### config.mk
export PLATFORM = sky130hd
export DESIGN_NAME = random_index_and_subset_sampler_core
export DESIGN_NICKNAME = d
export VERILOG_FILES = /design/src/sv/rsamp_pkg.sv /design/src/sv/random_index_and_subset_sampler_core.sv /design/src/sv/rsamp_ram.sv /design/src/sv/rsamp_div.sv /design/src/sv/rsamp_useq.sv
export SDC_FILE = /design/constraint.sdc
export NUM_CORES = 1
export LEC_CHECK = 0
export ABC_CLOCK_PERIOD_IN_PS = 4800
export BUFFER_PORTS_ARGS = -buffer_cell sky130_fd_sc_hd__buf_2
export CORE_MARGIN = 4
export CORE_UTILIZATION = 54
export CTS_CLUSTER_DIAMETER = 100
export DETAILED_ROUTE_END_ITERATION = 16
export PLACE_DENSITY_LB_ADDON = 0.15
export SLEW_MARGIN = 30
export SYNTH_ARGS = -nofsm -noshare
export SYNTH_HDL_FRONTEND = slang
export SYNTH_SLANG_ARGS = --single-unit
### constraint.sdc
create_clock -name clk -period 4.8 [get_ports clk]
set_input_delay 1.44 -clock clk [delete_from_list [all_inputs] [get_ports clk]]
set_output_delay 1.44 -clock clk [all_outputs]
set_load 0.1 [all_outputs]
### src/sv/rsamp_pkg.sv
`default_nettype none

package rsamp_pkg;

	localparam int FEATURE_COUNT = 6;
	localparam int INDEX_BITS    = 16;

	localparam int SEED_W   = 32;
	localparam int BANK_W   = 16;
	localparam int LIMIT_W  = 3;
	localparam int TAG_W    = 16;
	localparam int CFG_W    = 32;
	localparam int CFG_IDX_W = 3;

	// Divider operand widths: xorshift word over a bank-sized bound
	localparam int DVD_W  = SEED_W;
	localparam int BOUND_W = BANK_W;
	localparam int DIV_CNT_W = $clog2(DVD_W);

	localparam int COUNT_W = $clog2(FEATURE_COUNT + 1);
	localparam int FEAT_AW = (FEATURE_COUNT > 1) ? $clog2(FEATURE_COUNT) : 1;

	localparam logic [SEED_W-1:0] ZERO_FILL = 32'd2463534242;
	localparam int XS_A = 13;
	localparam int XS_B = 17;
	localparam int XS_C = 5;

	localparam logic [SEED_W-1:0]  SEED_RST  = 32'd1;
	localparam logic [BANK_W-1:0]  VERB_RST  = 16'd34;
	localparam logic [BANK_W-1:0]  NOUN_RST  = 16'd31;
	localparam logic [BANK_W-1:0]  ADJ_RST   = 16'd28;
	localparam logic [LIMIT_W-1:0] MIN_RST   = 3'd1;
	localparam logic [LIMIT_W-1:0] MAX_RST   = 3'd3;

	localparam logic [CFG_IDX_W-1:0] REG_SEED = 3'd0;
	localparam logic [CFG_IDX_W-1:0] REG_VERB = 3'd1;
	localparam logic [CFG_IDX_W-1:0] REG_NOUN = 3'd2;
	localparam logic [CFG_IDX_W-1:0] REG_ADJ  = 3'd3;
	localparam logic [CFG_IDX_W-1:0] REG_MIN  = 3'd4;
	localparam logic [CFG_IDX_W-1:0] REG_MAX  = 3'd5;

	localparam int PC_W = 5;

	typedef enum logic [3:0] {
		OP_NOP,
		OP_ACCEPT,
		OP_INIT,
		OP_DRAW,
		OP_WAIT,
		OP_READ,
		OP_SWAP1,
		OP_SWAP2,
		OP_EMIT
	} op_t;

	typedef enum logic [2:0] {
		SRC_VERB,
		SRC_NOUN,
		SRC_ADJ,
		SRC_SIZE,
		SRC_FEAT
	} src_t;

	typedef enum logic {
		RD_K,
		RD_J
	} rd_t;

	typedef enum logic [2:0] {
		C_NEXT,
		C_ALWAYS,
		C_NO_IN,
		C_DIV_BUSY,
		C_INIT_MORE,
		C_K_DONE,
		C_OUT_FULL
	} cond_t;

	typedef struct packed {
		op_t             op;
		src_t            src;
		rd_t             rd;
		cond_t           cond;
		logic            clr_k;
		logic [PC_W-1:0] target;
	} ctl_t;

	typedef struct packed {
		logic in_valid;
		logic div_busy;
		logic init_more;
		logic k_done;
		logic out_full;
	} stat_t;

	// Program step addresses
	localparam logic [PC_W-1:0] ST_ACCEPT = 5'd0;
	localparam logic [PC_W-1:0] ST_INIT   = 5'd1;
	localparam logic [PC_W-1:0] ST_DVERB  = 5'd2;
	localparam logic [PC_W-1:0] ST_WVERB  = 5'd3;
	localparam logic [PC_W-1:0] ST_DNOUN  = 5'd4;
	localparam logic [PC_W-1:0] ST_WNOUN  = 5'd5;
	localparam logic [PC_W-1:0] ST_DADJ   = 5'd6;
	localparam logic [PC_W-1:0] ST_WADJ   = 5'd7;
	localparam logic [PC_W-1:0] ST_DSIZE  = 5'd8;
	localparam logic [PC_W-1:0] ST_WSIZE  = 5'd9;
	localparam logic [PC_W-1:0] ST_TEST   = 5'd10;
	localparam logic [PC_W-1:0] ST_DFEAT  = 5'd11;
	localparam logic [PC_W-1:0] ST_WFEAT  = 5'd12;
	localparam logic [PC_W-1:0] ST_READJ  = 5'd13;
	localparam logic [PC_W-1:0] ST_SWAP1  = 5'd14;
	localparam logic [PC_W-1:0] ST_SWAP2  = 5'd15;
	localparam logic [PC_W-1:0] ST_EMIT   = 5'd16;
	localparam logic [PC_W-1:0] ST_LOOP   = 5'd17;

	function automatic ctl_t mk(input op_t op, input src_t src, input rd_t rd,
		input cond_t cond, input logic clr_k, input logic [PC_W-1:0] target);
		ctl_t w;
		w.op     = op;
		w.src    = src;
		w.rd     = rd;
		w.cond   = cond;
		w.clr_k  = clr_k;
		w.target = target;
		return w;
	endfunction

	// Control store: one word per step
	function automatic ctl_t ucode(input logic [PC_W-1:0] pc);
		ctl_t w;
		w = mk(OP_NOP, SRC_VERB, RD_K, C_ALWAYS, 1'b0, ST_ACCEPT);
		unique case (pc)
			ST_ACCEPT: w = mk(OP_ACCEPT, SRC_VERB, RD_K, C_NO_IN,     1'b0, ST_ACCEPT);
			ST_INIT:   w = mk(OP_INIT,   SRC_VERB, RD_K, C_INIT_MORE, 1'b0, ST_INIT);
			ST_DVERB:  w = mk(OP_DRAW,   SRC_VERB, RD_K, C_NEXT,      1'b1, ST_ACCEPT);
			ST_WVERB:  w = mk(OP_WAIT,   SRC_VERB, RD_K, C_DIV_BUSY,  1'b0, ST_WVERB);
			ST_DNOUN:  w = mk(OP_DRAW,   SRC_NOUN, RD_K, C_NEXT,      1'b0, ST_ACCEPT);
			ST_WNOUN:  w = mk(OP_WAIT,   SRC_NOUN, RD_K, C_DIV_BUSY,  1'b0, ST_WNOUN);
			ST_DADJ:   w = mk(OP_DRAW,   SRC_ADJ,  RD_K, C_NEXT,      1'b0, ST_ACCEPT);
			ST_WADJ:   w = mk(OP_WAIT,   SRC_ADJ,  RD_K, C_DIV_BUSY,  1'b0, ST_WADJ);
			ST_DSIZE:  w = mk(OP_DRAW,   SRC_SIZE, RD_K, C_NEXT,      1'b0, ST_ACCEPT);
			ST_WSIZE:  w = mk(OP_WAIT,   SRC_SIZE, RD_K, C_DIV_BUSY,  1'b0, ST_WSIZE);
			ST_TEST:   w = mk(OP_READ,   SRC_FEAT, RD_K, C_K_DONE,    1'b0, ST_EMIT);
			ST_DFEAT:  w = mk(OP_DRAW,   SRC_FEAT, RD_K, C_NEXT,      1'b0, ST_ACCEPT);
			ST_WFEAT:  w = mk(OP_WAIT,   SRC_FEAT, RD_K, C_DIV_BUSY,  1'b0, ST_WFEAT);
			ST_READJ:  w = mk(OP_READ,   SRC_FEAT, RD_J, C_NEXT,      1'b0, ST_ACCEPT);
			ST_SWAP1:  w = mk(OP_SWAP1,  SRC_FEAT, RD_K, C_NEXT,      1'b0, ST_ACCEPT);
			ST_SWAP2:  w = mk(OP_SWAP2,  SRC_FEAT, RD_K, C_ALWAYS,    1'b0, ST_TEST);
			ST_EMIT:   w = mk(OP_EMIT,   SRC_VERB, RD_K, C_OUT_FULL,  1'b0, ST_EMIT);
			ST_LOOP:   w = mk(OP_NOP,    SRC_VERB, RD_K, C_ALWAYS,    1'b0, ST_ACCEPT);
			default:   w = mk(OP_NOP,    SRC_VERB, RD_K, C_ALWAYS,    1'b0, ST_ACCEPT);
		endcase
		return w;
	endfunction

endpackage

`default_nettype wire

### src/sv/random_index_and_subset_sampler_core.sv
// Random index and subset sampler.
// Each request beat (in_valid/in_stall, tag request_id) yields one result beat
// (out_valid/out_stall) with three bank indices, a feature mask and its count.
// A 32-bit xorshift generator feeds every draw; each draw is reduced modulo its
// bound by a shared bit-serial remainder unit. A zero bound gives 0 and does
// not step the generator. A microcoded sequencer walks the request: identity
// fill of the 6-entry feature-order RAM, three bank draws, a subset-size draw,
// then one partial Fisher-Yates swap per chosen feature. Requests are taken
// one at a time. The next request is taken once the result is posted to the
// output register, so a waiting result does not block the next request.
// If the receiver stalls, the result holds and the sequencer waits before
// posting the following one. Configuration writes (cfg_we/cfg_index/cfg_data)
// must go in only while idle; the user keeps to this, the block does not
// enforce it. Writing the seed register reloads the generator. Reset
// restores all register defaults and a generator state of 1.
`default_nettype none

module random_index_and_subset_sampler_core (
	input  wire logic                             clk,
	input  wire logic                             arst_n,
	input  wire logic                             cfg_we,
	input  wire logic [rsamp_pkg::CFG_IDX_W-1:0]  cfg_index,
	input  wire logic [rsamp_pkg::CFG_W-1:0]      cfg_data,
	input  wire logic                             in_valid,
	output logic                                  in_stall,
	input  wire logic [rsamp_pkg::TAG_W-1:0]      request_id,
	output logic                                  out_valid,
	input  wire logic                             out_stall,
	output logic      [rsamp_pkg::TAG_W-1:0]      request_tag,
	output logic      [rsamp_pkg::INDEX_BITS-1:0] verb_index,
	output logic      [rsamp_pkg::INDEX_BITS-1:0] noun_index,
	output logic      [rsamp_pkg::INDEX_BITS-1:0] adjective_index,
	output logic      [rsamp_pkg::FEATURE_COUNT-1:0] feature_mask,
	output logic      [rsamp_pkg::COUNT_W-1:0]    feature_count
);
	import rsamp_pkg::*;

	// configuration
	logic [BANK_W-1:0]  verb_size_q, noun_size_q, adj_size_q;
	logic [LIMIT_W-1:0] min_q, max_q;

	// generator and working state
	logic [SEED_W-1:0]  rng_q;
	logic [TAG_W-1:0]   tag_q;
	logic [BOUND_W-1:0] verb_q, noun_q, adj_q;
	logic [COUNT_W-1:0] count_q;
	logic [COUNT_W-1:0] k_q;
	logic [FEAT_AW-1:0] j_q;
	logic [FEAT_AW-1:0] ok_q;
	logic [FEATURE_COUNT-1:0] mask_q;

	// result register
	logic                     out_valid_q;
	logic [TAG_W-1:0]         out_tag_q;
	logic [INDEX_BITS-1:0]    out_verb_q, out_noun_q, out_adj_q;
	logic [FEATURE_COUNT-1:0] out_mask_q;
	logic [COUNT_W-1:0]       out_count_q;

	ctl_t  ctl;
	stat_t stat;

	logic [SEED_W-1:0]  x0, x1, x2, rng_adv;
	logic [COUNT_W-1:0] lo, hi_sat, hi;
	logic [BOUND_W-1:0] size_bound, feat_bound, bound;
	logic               div_start, div_busy;
	logic [BOUND_W-1:0] div_rem;
	logic [BOUND_W-1:0] j_sum;
	logic               accepted, out_full, do_emit;

	logic               ram_we, ram_re;
	logic [FEAT_AW-1:0] ram_waddr, ram_wdata, ram_raddr, ram_rdata;

	rsamp_useq u_useq (
		.clk    (clk),
		.arst_n (arst_n),
		.stat   (stat),
		.ctl    (ctl)
	);

	rsamp_div u_div (
		.clk      (clk),
		.arst_n   (arst_n),
		.start    (div_start),
		.dividend (rng_adv),
		.divisor  (bound),
		.busy     (div_busy),
		.rem      (div_rem)
	);

	rsamp_ram #(
		.WIDTH (FEAT_AW),
		.DEPTH (FEATURE_COUNT)
	) u_order (
		.clk   (clk),
		.we    (ram_we),
		.waddr (ram_waddr),
		.wdata (ram_wdata),
		.re    (ram_re),
		.raddr (ram_raddr),
		.rdata (ram_rdata)
	);

	// xorshift step; a zero state is swapped for the fill constant first
	always_comb begin
		x0      = (rng_q == '0) ? ZERO_FILL : rng_q;
		x1      = x0 ^ (x0 << XS_A);
		x2      = x1 ^ (x1 >> XS_B);
		rng_adv = x2 ^ (x2 << XS_C);
	end

	// subset limits: saturate both to the feature count, raise max to min
	always_comb begin
		lo     = (32'(min_q) > 32'(FEATURE_COUNT)) ? COUNT_W'(FEATURE_COUNT) : COUNT_W'(min_q);
		hi_sat = (32'(max_q) > 32'(FEATURE_COUNT)) ? COUNT_W'(FEATURE_COUNT) : COUNT_W'(max_q);
		hi     = (hi_sat < lo) ? lo : hi_sat;
		size_bound = BOUND_W'(hi) - BOUND_W'(lo) + 1'b1;
		feat_bound = BOUND_W'(FEATURE_COUNT) - BOUND_W'(k_q);
	end

	always_comb begin
		unique case (ctl.src)
			SRC_VERB: bound = verb_size_q;
			SRC_NOUN: bound = noun_size_q;
			SRC_ADJ:  bound = adj_size_q;
			SRC_SIZE: bound = size_bound;
			SRC_FEAT: bound = feat_bound;
			default:  bound = '0;
		endcase
	end

	assign j_sum = BOUND_W'(k_q) + div_rem;

	// handshake
	assign in_stall  = (ctl.op != OP_ACCEPT);
	assign accepted  = in_valid && !in_stall;
	assign out_full  = out_valid_q && out_stall;
	assign do_emit   = (ctl.op == OP_EMIT) && !out_full;
	assign div_start = (ctl.op == OP_DRAW);

	always_comb begin
		stat.in_valid  = in_valid;
		stat.div_busy  = div_busy;
		stat.init_more = (k_q != COUNT_W'(FEATURE_COUNT - 1));
		stat.k_done    = (k_q >= count_q);
		stat.out_full  = out_full;
	end

	// feature-order RAM control: identity fill, then swap pairs
	always_comb begin
		ram_we    = 1'b0;
		ram_waddr = k_q[FEAT_AW-1:0];
		ram_wdata = k_q[FEAT_AW-1:0];
		unique case (ctl.op)
			OP_INIT: begin
				ram_we = 1'b1;
			end
			OP_SWAP1: begin
				ram_we    = 1'b1;
				ram_wdata = ram_rdata;
			end
			OP_SWAP2: begin
				ram_we    = 1'b1;
				ram_waddr = j_q;
				ram_wdata = ok_q;
			end
			default: begin
				ram_we = 1'b0;
			end
		endcase
		ram_re    = (ctl.op == OP_READ);
		ram_raddr = (ctl.rd == RD_J) ? j_q : k_q[FEAT_AW-1:0];
	end

	// configuration registers and generator
	always_ff @(posedge clk or negedge arst_n) begin
		if (!arst_n) begin
			rng_q       <= SEED_RST;
			verb_size_q <= VERB_RST;
			noun_size_q <= NOUN_RST;
			adj_size_q  <= ADJ_RST;
			min_q       <= MIN_RST;
			max_q       <= MAX_RST;
		end else if (cfg_we) begin
			unique case (cfg_index)
				REG_SEED: rng_q       <= cfg_data[SEED_W-1:0];
				REG_VERB: verb_size_q <= cfg_data[BANK_W-1:0];
				REG_NOUN: noun_size_q <= cfg_data[BANK_W-1:0];
				REG_ADJ:  adj_size_q  <= cfg_data[BANK_W-1:0];
				REG_MIN:  min_q       <= cfg_data[LIMIT_W-1:0];
				REG_MAX:  max_q       <= cfg_data[LIMIT_W-1:0];
				default: begin
				end
			endcase
		end else if (div_start && (bound != '0)) begin
			// advance the generator only for a nonzero bound
			rng_q <= rng_adv;
		end
	end

	// loop counter
	always_ff @(posedge clk or negedge arst_n) begin
		if (!arst_n) begin
			k_q <= '0;
		end else if (accepted || ctl.clr_k) begin
			k_q <= '0;
		end else if ((ctl.op == OP_INIT) || (ctl.op == OP_SWAP2)) begin
			k_q <= k_q + 1'b1;
		end
	end

	// working payload
	always_ff @(posedge clk) begin
		if (accepted) begin
			tag_q  <= request_id;
			mask_q <= '0;
		end
		if ((ctl.op == OP_DRAW) && (ctl.src == SRC_FEAT)) begin
			// hold order[k], read in the test step
			ok_q <= ram_rdata;
		end
		if ((ctl.op == OP_WAIT) && !div_busy) begin
			unique case (ctl.src)
				SRC_VERB: verb_q  <= div_rem;
				SRC_NOUN: noun_q  <= div_rem;
				SRC_ADJ:  adj_q   <= div_rem;
				SRC_SIZE: count_q <= lo + div_rem[COUNT_W-1:0];
				SRC_FEAT: j_q     <= j_sum[FEAT_AW-1:0];
				default: begin
				end
			endcase
		end
		if (ctl.op == OP_SWAP1) begin
			// the element moved into slot k is chosen
			mask_q <= mask_q | (FEATURE_COUNT'(1) << ram_rdata);
		end
	end

	// result register
	always_ff @(posedge clk or negedge arst_n) begin
		if (!arst_n) begin
			out_valid_q <= 1'b0;
		end else if (do_emit) begin
			out_valid_q <= 1'b1;
		end else if (out_valid_q && !out_stall) begin
			out_valid_q <= 1'b0;
		end
	end

	always_ff @(posedge clk) begin
		if (do_emit) begin
			out_tag_q   <= tag_q;
			out_verb_q  <= INDEX_BITS'(verb_q);
			out_noun_q  <= INDEX_BITS'(noun_q);
			out_adj_q   <= INDEX_BITS'(adj_q);
			out_mask_q  <= mask_q;
			out_count_q <= count_q;
		end
	end

	assign out_valid       = out_valid_q;
	assign request_tag     = out_tag_q;
	assign verb_index      = out_verb_q;
	assign noun_index      = out_noun_q;
	assign adjective_index = out_adj_q;
	assign feature_mask    = out_mask_q;
	assign feature_count   = out_count_q;

endmodule

`default_nettype wire

### src/sv/rsamp_ram.sv
`default_nettype none

module rsamp_ram #(
	parameter int WIDTH = 8,
	parameter int DEPTH = 8,
	localparam int AW = (DEPTH > 1) ? $clog2(DEPTH) : 1
) (
	input  wire logic             clk,
	input  wire logic             we,
	input  wire logic [AW-1:0]    waddr,
	input  wire logic [WIDTH-1:0] wdata,
	input  wire logic             re,
	input  wire logic [AW-1:0]    raddr,
	output logic      [WIDTH-1:0] rdata
);

	logic [WIDTH-1:0] mem [DEPTH];

	always_ff @(posedge clk) begin
		if (we) begin
			mem[waddr] <= wdata;
		end
		if (re) begin
			rdata <= mem[raddr];
		end
	end

endmodule

`default_nettype wire

### src/sv/rsamp_div.sv
`default_nettype none

module rsamp_div (
	input  wire logic                         clk,
	input  wire logic                         arst_n,
	input  wire logic                         start,
	input  wire logic [rsamp_pkg::DVD_W-1:0]   dividend,
	input  wire logic [rsamp_pkg::BOUND_W-1:0] divisor,
	output logic                              busy,
	output logic      [rsamp_pkg::BOUND_W-1:0] rem
);
	import rsamp_pkg::*;

	logic                 busy_q;
	logic [DIV_CNT_W-1:0] cnt_q;
	logic [DVD_W-1:0]     dvd_q;
	logic [BOUND_W-1:0]   bnd_q;
	logic [BOUND_W-1:0]   rem_q;
	logic [BOUND_W:0]     trial;
	logic [BOUND_W:0]     diff;

	// one quotient bit per cycle, restoring
	assign trial = {rem_q, dvd_q[DVD_W-1]};
	assign diff  = trial - {1'b0, bnd_q};

	always_ff @(posedge clk or negedge arst_n) begin
		if (!arst_n) begin
			busy_q <= 1'b0;
			cnt_q  <= '0;
		end else if (start) begin
			busy_q <= (divisor != '0);
			cnt_q  <= DIV_CNT_W'(DVD_W - 1);
		end else if (busy_q) begin
			cnt_q <= cnt_q - 1'b1;
			if (cnt_q == '0) begin
				busy_q <= 1'b0;
			end
		end
	end

	always_ff @(posedge clk) begin
		if (start) begin
			dvd_q <= dividend;
			bnd_q <= divisor;
			rem_q <= '0;
		end else if (busy_q) begin
			dvd_q <= {dvd_q[DVD_W-2:0], 1'b0};
			if (trial >= {1'b0, bnd_q}) begin
				rem_q <= diff[BOUND_W-1:0];
			end else begin
				rem_q <= trial[BOUND_W-1:0];
			end
		end
	end

	assign busy = busy_q;
	assign rem  = rem_q;

endmodule

`default_nettype wire

### src/sv/rsamp_useq.sv
`default_nettype none

module rsamp_useq (
	input  wire logic             clk,
	input  wire logic             arst_n,
	input  wire rsamp_pkg::stat_t stat,
	output rsamp_pkg::ctl_t       ctl
);
	import rsamp_pkg::*;

	logic [PC_W-1:0] pc_q;
	logic            take;

	assign ctl = ucode(pc_q);

	always_comb begin
		unique case (ctl.cond)
			C_NEXT:      take = 1'b0;
			C_ALWAYS:    take = 1'b1;
			C_NO_IN:     take = !stat.in_valid;
			C_DIV_BUSY:  take = stat.div_busy;
			C_INIT_MORE: take = stat.init_more;
			C_K_DONE:    take = stat.k_done;
			C_OUT_FULL:  take = stat.out_full;
			default:     take = 1'b0;
		endcase
	end

	always_ff @(posedge clk or negedge arst_n) begin
		if (!arst_n) begin
			pc_q <= ST_ACCEPT;
		end else if (take) begin
			pc_q <= ctl.target;
		end else begin
			pc_q <= pc_q + 1'b1;
		end
	end

endmodule

`default_nettype wire
# --- After elaboration in Yosys (flattened, before gate mapping) ---
# Memories as Yosys holds them, arrays and structs flattened. A register that Yosys moved wholly into a read port is not among the register bits.
# Cells that the tools add are included.
classes:
  addsub: 9
  n_lt_le_gt_ge: 5
  n_eq_ne: 25
  shifts: 1
  muxes: 30
  bitwise_logic: 4
  reduce_logical: 36
op_table:
  columns: ["operator", "count"]
  rows:
  - ["$mux W32", 6]
  - ["$pmux W16 S5", 1]
  - ["$xor A32 B32 Y32", 2]
  - ["$logic_not A32 Y1", 1]
  - ["$xor A32 B15 Y32", 1]
  - ["$reduce_and A2 Y1", 11]
  - ["$mux W3", 7]
  - ["$eq A3 B2 Y1 const B", 6]
  - ["$eq A3 B3 Y1 const B", 6]
  - ["$ge A17 B16 Y1", 1]
  - ["$eq A4 B3 Y1 const B", 4]
  - ["$mux W16", 1]
  - ["$reduce_bool A16 Y1", 1]
  - ["$sub A16 B16 Y16", 1]
  - ["$mux W5", 3]
  - ["$mux W6", 2]
  - ["$reduce_bool A2 Y1", 5]
  - ["$eq A3 B1 Y1 const B", 3]
  - ["$eq A4 B2 Y1 const B", 2]
  - ["$mux W1", 8]
  - ["$logic_and A1 B1 Y1", 7]
  - ["$add A3 B3 Y3", 2]
  - ["$gt A3 B3 Y1 const B", 2]
  - ["$logic_not A3 Y1", 2]
  - ["20 further kinds", 25]
totals:
  regBits: 317
  ram_bits: 18
  rom_bits: 544
  inputBits: 56
  output_inout_bits: 75
  mem_count: 2
memory_table:
  columns: ["memory", "depth", "width", "read_ports", "rd_ports_with_merged_regs", "wr", "line_no", "source"]
  rows:
  - ["(no name shown)", 32, 17, 1, 0, 0, "rsamp_pkg.sv:132", "unique case (pc)"]
  - ["u_order.mem", 6, 3, 1, 1, 1, "rsamp_ram.sv:17", "logic [WIDTH-1:0] mem [DEPTH];"]

# --- Depth between registers and ports, before layout ---
# Gate-level depths: netlist (run 1).
logic_depth:
  word_depth: 11
  ltp_mapped: 16

# --- Hierarchy ---
# Synthesis (run 1) repeated with hierarchy kept, for this count alone.
hier_totals:
  hier_cells: 1223
  hier_area_um2: 15755.1
by_module_without_submodules:
  columns: ["module", "n_inst", "cells_per_inst", "area_per_inst_um2", "seq_area_each_um2"]
  rows:
  - ["random_index_and_subset_sampler_core", 1, 765, 10468.8, 6834.1]
  - ["rsamp_div", 1, 317, 3669.8, 1911.8]
  - ["rsamp_ram", 1, 49, 832.0, 630.6]
  - ["rsamp_useq", 1, 92, 784.5, 125.1]

# --- Least setup slack after synthesis (run 1) ---
# OpenSTA, ideal clock, no wires.
synth_path:
  path_kind: "input to register"
  start: "in out_stall"
  end: "reg out_adj_q[0] (netlist: adjective_index[0]), enable pin"
  t_arrival_ns: 5.069
  t_required_ns: 4.268
  slack_ns: -0.801
  cell_stages: 1
  n_path_buf: 0
  path_cell_list: "a21oi_1"
synth_via:
  elab_chain_len: 3
synth_lines:
  columns: ["item", "line_no", "source"]
  rows:
  - ["from (decl)", "random_index_and_subset_sampler_core.sv:28", "input wire logic out_stall,"]
  - ["$logic_and A1 B1 Y1", "random_index_and_subset_sampler_core.sv:136", "assign out_full = out_valid_q && out_stall;"]
  - ["$logic_not A1 Y1", "random_index_and_subset_sampler_core.sv:137", "assign do_emit = (ctl.op == OP_EMIT) && !out_full;"]
  - ["$logic_and A1 B1 Y1", "random_index_and_subset_sampler_core.sv:137", null]
  - ["to (signal assigned)", "random_index_and_subset_sampler_core.sv:254", "out_adj_q <= INDEX_BITS'(adj_q);"]
  - ["to (decl)", "random_index_and_subset_sampler_core.sv:55", "logic [INDEX_BITS-1:0] out_verb_q, out_noun_q, out_adj_q;"]
# No other way between the ends.
# A chain may end at the register's enable or synchronous reset.

# --- Worst setup path in the final report (run 1) ---
layout_path:
  start: "reg min_q[0]"
  end: "reg rng_q[13]"
layout_via:
  elab_chain_len: 11
layout_lines:
  columns: ["item", "line_no", "source"]
  rows:
  - ["from (decl)", "random_index_and_subset_sampler_core.sv:40", "logic [LIMIT_W-1:0] min_q, max_q;"]
  - ["from (signal assigned)", "random_index_and_subset_sampler_core.sv:189", "REG_MIN: min_q <= cfg_data[LIMIT_W-1:0];"]
  - ["$gt A3 B3 Y1", "random_index_and_subset_sampler_core.sv:113", "lo = (32'(min_q) > 32'(FEATURE_COUNT)) ? COUNT_W'(FEATURE_COUNT) : COUNT_W'(min_q);"]
  - ["$mux W3 *", "random_index_and_subset_sampler_core.sv:113", null]
  - ["$lt A3 B3 Y1", "random_index_and_subset_sampler_core.sv:115", "hi = (hi_sat < lo) ? lo : hi_sat;"]
  - ["$mux W3", "random_index_and_subset_sampler_core.sv:115", null]
  - ["$sub A3 B3 Y4 *", "random_index_and_subset_sampler_core.sv:116", "size_bound = BOUND_W'(hi) - BOUND_W'(lo) + 1'b1;"]
  - ["$add A4 B2 Y5 *", "random_index_and_subset_sampler_core.sv:116", null]
  - ["$pmux W16 S5 *", "random_index_and_subset_sampler_core.sv:121", "unique case (ctl.src)"]
  - ["$reduce_bool A16 Y1 *", "random_index_and_subset_sampler_core.sv:194", "end else if (div_start && (bound != '0)) begin"]
  - ["$logic_and A1 B1 Y1 *", "random_index_and_subset_sampler_core.sv:194", null]
  - ["$reduce_bool A2 Y1 (no source line) *", null, null]
  - ["$reduce_and A2 Y1 (no source line) *", null, null]
  - ["to (signal assigned)", "random_index_and_subset_sampler_core.sv:185", "REG_SEED: rng_q <= cfg_data[SEED_W-1:0];"]
  - ["to (signal assigned)", "random_index_and_subset_sampler_core.sv:196", "rng_q <= rng_adv;"]
  - ["to (decl)", "random_index_and_subset_sampler_core.sv:43", "logic [SEED_W-1:0] rng_q;"]
# Every way passes the cells marked *; elsewhere a longest branch is shown, timed or not.

==> results of run 1 <==
==> worst paths after layout <==
path | start | depth (start not counted) | to
max reg2reg | min_q[0] | 15 | rng_q[13]
min in group asynchronous | arst_n | 1 | min_q[2]
max | min_q[0] | 15 | rng_q[13]
min reg2reg | tag_q[14] | 0 | request_tag[14]
max in group asynchronous | arst_n | 2 | rng_q[0]
min | tag_q[14] | 0 | request_tag[14]
==> Yosys cell counts (5+ instances only) <==
cell type	count	share of area
o21ai_0	84	0.026
xor2_1	33	0.018
and3_1	8	0.0031
o31ai_1	8	0.0037
nand2b_1	15	0.0058
a221o_1	7	0.0043
a21o_1	5	0.0023
edfxtp_1	221	0.41
nor4_1	15	0.0058
nor2_1	85	0.020
nand3_1	38	0.012
a21oi_1	39	0.012
mux2_4	12	0.011
a211oi_1	8	0.0037
inv_1	56	0.013
mux2i_1	21	0.013
dfrtp_1	87	0.13
xnor2_1	56	0.030
ha_1	37	0.029
a31oi_1	20	0.0077
nor2b_1	18	0.0070
nor3_1	30	0.0093
o211ai_1	10	0.0046
buf_2	12	0.0037
nand2_1	120	0.028
nand4_1	10	0.0039
dfxtp_1	16	0.020
buf_6	5	0.0035
mux2_2	67	0.047
dfstp_2	14	0.023
clkbuf_1	40	0.0093
o21a_1	6	0.0028
==> layer usage <==
layer / vias to the layer above / share of wire / track usage
met4: 0 / 0.019 / 0.05854
li1: 5174 / - / -
met1: 5517 / 0.44 / 0.3273
met2: 442 / 0.46 / 0.3580
met3: 58 / 0.076 / 0.05114
met5: - / 0 / 0
==> final cells by class <==
cell class                 count  share of cell area
clock inverter                18            0.007679
timing repair buffer         157             0.04716
multi-input combinational    870              0.3368
tap                          390             0.02650
sequential                   338              0.5160
clock buffer                  49             0.05382
inverter                      59             0.01203
==> power groups by stage <==
stage / Clock (mW) / Sequential [mW] / Combinational, mW
after floorplan: 0 / 4.94 / 5.31
after global placement: 0 / 5.05 / 6.93
after detailed placement: 0 / 5.08 / 7.09
after CTS: 2.70 / 5.04 / 7.13
after global routing: 2.83 / 5.14 / 7.95
final: 2.64 / 5.05 / 7.20
==> critical path: stages, from the launching register on <==
cell and delay [ns]:
dfstp_2 0.52, a21boi_0 0.27, nand2b_1 0.09, a21o_1 0.18, a21oi_1 0.26, mux2i_1 0.22, ha_1 0.16, inv_1 0.06
fa_1 0.45, ha_1 0.23, xor2_1 0.18, a2111oi_2 0.48, nand3_2 0.20, nor4_4 0.36, a21oi_2 0.33, mux2_4 0.37
==> per-stage QoR <==
step                worst slack (ns)  power, mW   TNS (ns)  instances
floorplan                     0.4484      10.26          0       1328
global placement              0.2929      11.98          0       1812
detailed placement         -0.007694      12.17  -0.007694       1812
CTS                         0.001706      14.86          0       1879
global route                 0.01212      15.92          0       1881
finish                        0.3295      14.89          0       1881
==> logic make-up (layout without fill, tap and decap cells) <==
group                      after synthesis  after routing  synth area share
xor gates and xnor gates                89             89           0.04824
adders and majority gates               41             41           0.03360
DFF                                    338            338            0.5880
buffers and inverters                  121            283           0.03182
AOI/OAI and AO/OA                      259            260            0.1091
and+or+nand+nor                        378            378            0.1163
muxes                                  102            102           0.07294
==> repair_timing <==
item,4_1_cts,5_1_grt
resized for setup,0,2
pin swaps,1,3
setup endpoints to repair,1,31
buffers inserted,0,1
gates cloned,0,1
==> flow_metrics.env, run 1 <==
export IMPL_p_int_mw=8.544
export IMPL_hold_viol=0
export IMPL_final_cell_mix="edfxtp_1, buf_2, nand2_1"
export IMPL_maxCapViolCount=0
export IMPL_reg_top3="rng_q (32), u_div.dvd_q (32), u_order.mem (18)"
export IMPL_cts_max_path_buffers=3
export IMPL_core_sq_um=29560
export IMPL_ys_flop_type="edfxtp_1"
export IMPL_design_area_sq_um=18410
export IMPL_synth_area_sq_um=16160
export IMPL_clock_fmax_mhz=223.7
export IMPL_antenna_left=0
export IMPL_tightest_slew_ns=0.9850
export IMPL_status="finished clean"
export IMPL_setup_viol=0
export IMPL_max_slew_margin=0.3433
export IMPL_nets=1560
export IMPL_die_height_um=181.0
export IMPL_final_util=0.6229
export IMPL_syn_inst=1328
export IMPL_crit_arrival_ns=4.88
export IMPL_period_needed_ns=4.471
export IMPL_drtPass1Iterations=6
export IMPL_syn2layout_area_growth_pct=13.95
export IMPL_power_density_nw_per_um2=808.6
export IMPL_yosys_warnings=0
export IMPL_seqPwrFrac=0.339
export IMPL_finClkSkew_ns=0.01283
export IMPL_rrSetupSlack_ns=0.33
export IMPL_post_route_period_util=0.9314
export IMPL_grt_pass1_wl_um=60600
export IMPL_place_gp_congestion=0.9083
export IMPL_peakVddDrop_mv=0.4120
export IMPL_switching_share=0.4262
export IMPL_clockRootBuffer="clkbuf_16"
export IMPL_totalWireLength_um=37940
export IMPL_synth_edf_count=221
export IMPL_critPathKind="register to register"
export IMPL_ys_ff_latch=338
export IMPL_dr_first_iter_drc_count=1113
export IMPL_hold_buffers=0
export IMPL_cts_made_buffers=37
export IMPL_wl_per_cell_um=20.17
export IMPL_port_buffers=130
export IMPL_antenna_cells_inserted=0
export IMPL_vias=11191
export IMPL_clkLatencyLatePin_ns=0.53
export IMPL_layout_drive_gt1_share=0.2233
export IMPL_ioPinCount=131
export IMPL_hp_class="register to register"
export IMPL_seq_area_sq_um=9502
export IMPL_critPathCaptureType="register"
export IMPL_synth_seq_area_share=0.5880
export IMPL_path_clk_slew_ns=0.06
export IMPL_dp_hpwl_um=26330
export IMPL_vias_per_cell=5.949
export IMPL_grt_use_total=0.2282
export IMPL_final_common_cell="edfxtp_1"
export IMPL_synth_nets=1425
export IMPL_initial_core_util=0.5467
export IMPL_cts_htree_levels=2
export IMPL_rsz0062_at_grt="no"
export IMPL_multi_input_comb_area_sq_um=6201
export IMPL_numClockSinks=338
export IMPL_placed_area_sq_um=17240
export IMPL_required_ns=5.21
export IMPL_pwr_share_clk=0.177
export IMPL_num_rows=63
export IMPL_p_sw_mw=6.345
export IMPL_cts_tree="done"
export IMPL_hold_ws_ns=0.4108
export IMPL_grt_pass1_vias=11057
export IMPL_worst_path_max_fanout=11
export IMPL_slew_violations=0
export IMPL_syn_area_per_cell_sq_um=12.17
export IMPL_synthArstFlopShare=0.2988
export IMPL_overflow=0
export IMPL_dieWidth_um=181.0
export IMPL_startpoint_type="register"
export IMPL_grt_max_degree=86
export IMPL_combinationalPowerShare=0.484
export IMPL_nFillCells=2414
export IMPL_drc_errors=0
export IMPL_leakagePower_nw=7.236
export IMPL_die_area_sq_um=32760
export IMPL_synthDistinctLibCells=95
export IMPL_antenna_found_initial=0
Note: power is estimated with default switching activity, not from simulation.
==> run 2, diff against run 1 <==
ABC_CLOCK_PERIOD_IN_PS = 4750   (was 4800)
CORE_UTILIZATION = 60   (was 54)
clock period = 4.75 ns   (was 4.8 ns; I/O delays follow)
==> run 2 against run 1 <==
Non-clock buffer count is 4 higher; total power is 1.1% higher; sequential share of layout area is 0.053 points higher; count of clock-buffer cells in the layout is 3 higher; global-route usage is 1.4 points higher; utilization is 7.7 points higher; first-iteration DRC count is 16% higher; combinational power hardly changed; worst setup slack better by 0.062 ns; sequential cell count stayed put; critical endpoint is now rng_q[23]; largest cell class unchanged.
==> flow_metrics.env, run 2 (same netlist as run 1, synthesis figures left out) <==
export IMPL_path_clk_slew_ns=0.06
export IMPL_power_density_nw_per_um2=818.0
export IMPL_post_route_period_util=0.9176
export IMPL_p_int_mw=8.744
export IMPL_drtPass1Iterations=5
export IMPL_core_sq_um=26280
export IMPL_placed_area_sq_um=17180
export IMPL_syn2layout_area_growth_pct=13.83
export IMPL_cts_max_path_buffers=3
export IMPL_grt_pass1_vias=10503
export IMPL_dp_slack_ns=0.1559
export IMPL_dr_first_iter_drc_count=1294
export IMPL_die_area_sq_um=29620
export IMPL_dieWidth_um=172.1
export IMPL_nets=1562
export IMPL_antenna_found_initial=0
export IMPL_wl_per_cell_um=19.93
export IMPL_setup_ws_ns=0.3915
export IMPL_critPathKind="register to register"
export IMPL_grt_pass1_wl_um=56970
export IMPL_vias=11031
export IMPL_num_rows=59
export IMPL_final_cell_mix="edfxtp_1, buf_2, nand2_1"
export IMPL_totalWireLength_um=36410
export IMPL_cts_htree_levels=2
export IMPL_finClkSkew_ns=0.01041
export IMPL_layout_drive_gt1_share=0.2245
export IMPL_critical_path_slowest_cell="dfstp_2"
export IMPL_port_buffers=130
export IMPL_max_slew_margin=0.3827
export IMPL_design_area_sq_um=18390
export IMPL_grt_use_total=0.2419
export IMPL_combinationalPowerShare=0.479
export IMPL_clock_fmax_mhz=229.4
export IMPL_die_height_um=172.1
export IMPL_tightest_slew_ns=0.9259
export IMPL_overflow=0
export IMPL_status="finished clean"
export IMPL_ioPinCount=131
export IMPL_crit_family="compound AO/OA/AOI/OAI gates"
export IMPL_hold_buffers=0
export IMPL_cts_tree="done"
export IMPL_critPathCaptureType="register"
export IMPL_period_needed_ns=4.358
export IMPL_numClockSinks=338
export IMPL_pwr_share_clk=0.182
export IMPL_crit_arrival_ns=4.69
export IMPL_antenna_left=0
export IMPL_hold_viol=0
export IMPL_vias_per_cell=6.038
export IMPL_worst_path_max_fanout=10
export IMPL_initial_core_util=0.6149
export IMPL_place_gp_congestion=0.9318
export IMPL_p_total_mw=15.05
export IMPL_switching_share=0.4189
export IMPL_final_common_cell="edfxtp_1"
export IMPL_clockRootBuffer="clkbuf_16"
export IMPL_peakVddDrop_mv=0.4269
export IMPL_dp_hpwl_um=25310
export IMPL_cts_made_buffers=35
export IMPL_required_ns=5.08
export IMPL_maxCapViolCount=0
export IMPL_slew_violations=0
export IMPL_hold_ws_ns=0.4134
export IMPL_drc_errors=0
export IMPL_clkLatencyLatePin_ns=0.51
export IMPL_reg_top3="rng_q (32), u_div.dvd_q (32), u_order.mem (18)"
export IMPL_path_cells="a21boi_0 -> nand2b_1 -> a21o_1 -> a21oi_1 -> mux2i_1 -> ha_1 -> inv_1 -> fa_1 -> ha_1 -> xor2_1 -> a2111oi_2 -> nand3_1 -> or3_1 -> nor3_4 -> buf_12 -> a221oi_1"
export IMPL_cp_common_cell="ha_1"
export IMPL_p_sw_mw=6.303
export IMPL_layout_cells_non_filler=1827
export IMPL_leakagePower_nw=7.263
export IMPL_slowest_delay_ns=0.52
export IMPL_startpoint_type="register"
export IMPL_grt_max_degree=67
export IMPL_antenna_cells_inserted=0
export IMPL_crit_buf_inv=2
export IMPL_seqPwrFrac=0.340
export IMPL_hp_class="register to register"
export IMPL_placedCellCount=1758
export IMPL_setup_viol=0
-- run 2: changes by cell type in the layout (fill, tap and decap cells not counted), sizes merged --
cell    previous run  this run
bufinv             1         3
buf              157       161
inv               58        59
clkbuf            49        52
clkinv            17         8
-- run 2: path summary, 6_finish.rpt --
kind,cells after the start,from,to,slack (ns)
worst max-delay path,16,min_q[0],rng_q[23],0.39
worst min-delay path,0,noun_q[1],noun_index[1],0.41
worst max register to register,16,min_q[0],rng_q[23],0.39
worst min register to register,0,noun_q[1],noun_index[1],0.41
max in group asynchronous,2,arst_n,noun_size_q[0],2.96
min in group asynchronous,1,arst_n,verb_size_q[2],0.92
-- run 2: final cells by class --
class | count | area, sq um
timing repair buffer | 161 | 898.4
clock buffer | 52 | 1001
inverter | 59 | 221.5
clock inverter | 12 | 156.4
multi-input combinational | 870 | 6196
tap | 335 | 419.2
sequential | 338 | 9502
fill | 1904 | 7886
-- run 2: routing by layer --
metal  routed length [um]  GRT usage  vias to the layer above
li1                     -          -                     5183
met1                16150     0.3562                     5348
met2                16690     0.3757                      442
met3                 2811    0.04915                       58
met4                  761    0.05776                        0
met5                    0          0                        -
-- run 2: per-stage QoR --
stage | util | setup TNS (ns)
2_1_floorplan | - | 0
3_3_place_gp | 0.6537 | 0
3_5_place_dp | 0.6537 | 0
4_1_cts | 0.6978 | 0
5_1_grt | 0.6999 | -0.002377
6_report | 0.6999 | 0
-- run 2: power groups by stage --
stage / combinational [mW] / clock (mW) / sequential (mW)
floorplan: 5.37 / 0 / 5.00
global placement: 6.94 / 0 / 5.11
detailed placement: 7.07 / 0 / 5.14
CTS: 7.11 / 2.78 / 5.09
global route: 7.91 / 2.91 / 5.20
finish: 7.21 / 2.73 / 5.11
-- run 2: what timing repair did --
action                     CTS  global route
gates resized for setup      0             1
buffers inserted             0             4
setup endpoints to repair    0            31
-- run 2: worst register-to-register path, cell delays in order, from the launching register on --
cell,delay [ns]
dfstp_2,0.52
a21boi_0,0.23
nand2b_1,0.09
a21o_1,0.17
a21oi_1,0.23
mux2i_1,0.22
ha_1,0.17
inv_1,0.06
fa_1,0.45
ha_1,0.22
xor2_1,0.18
a2111oi_2,0.42
nand3_1,0.26
or3_1,0.48
nor3_4,0.24
buf_12,0.16
a221oi_1,0.08
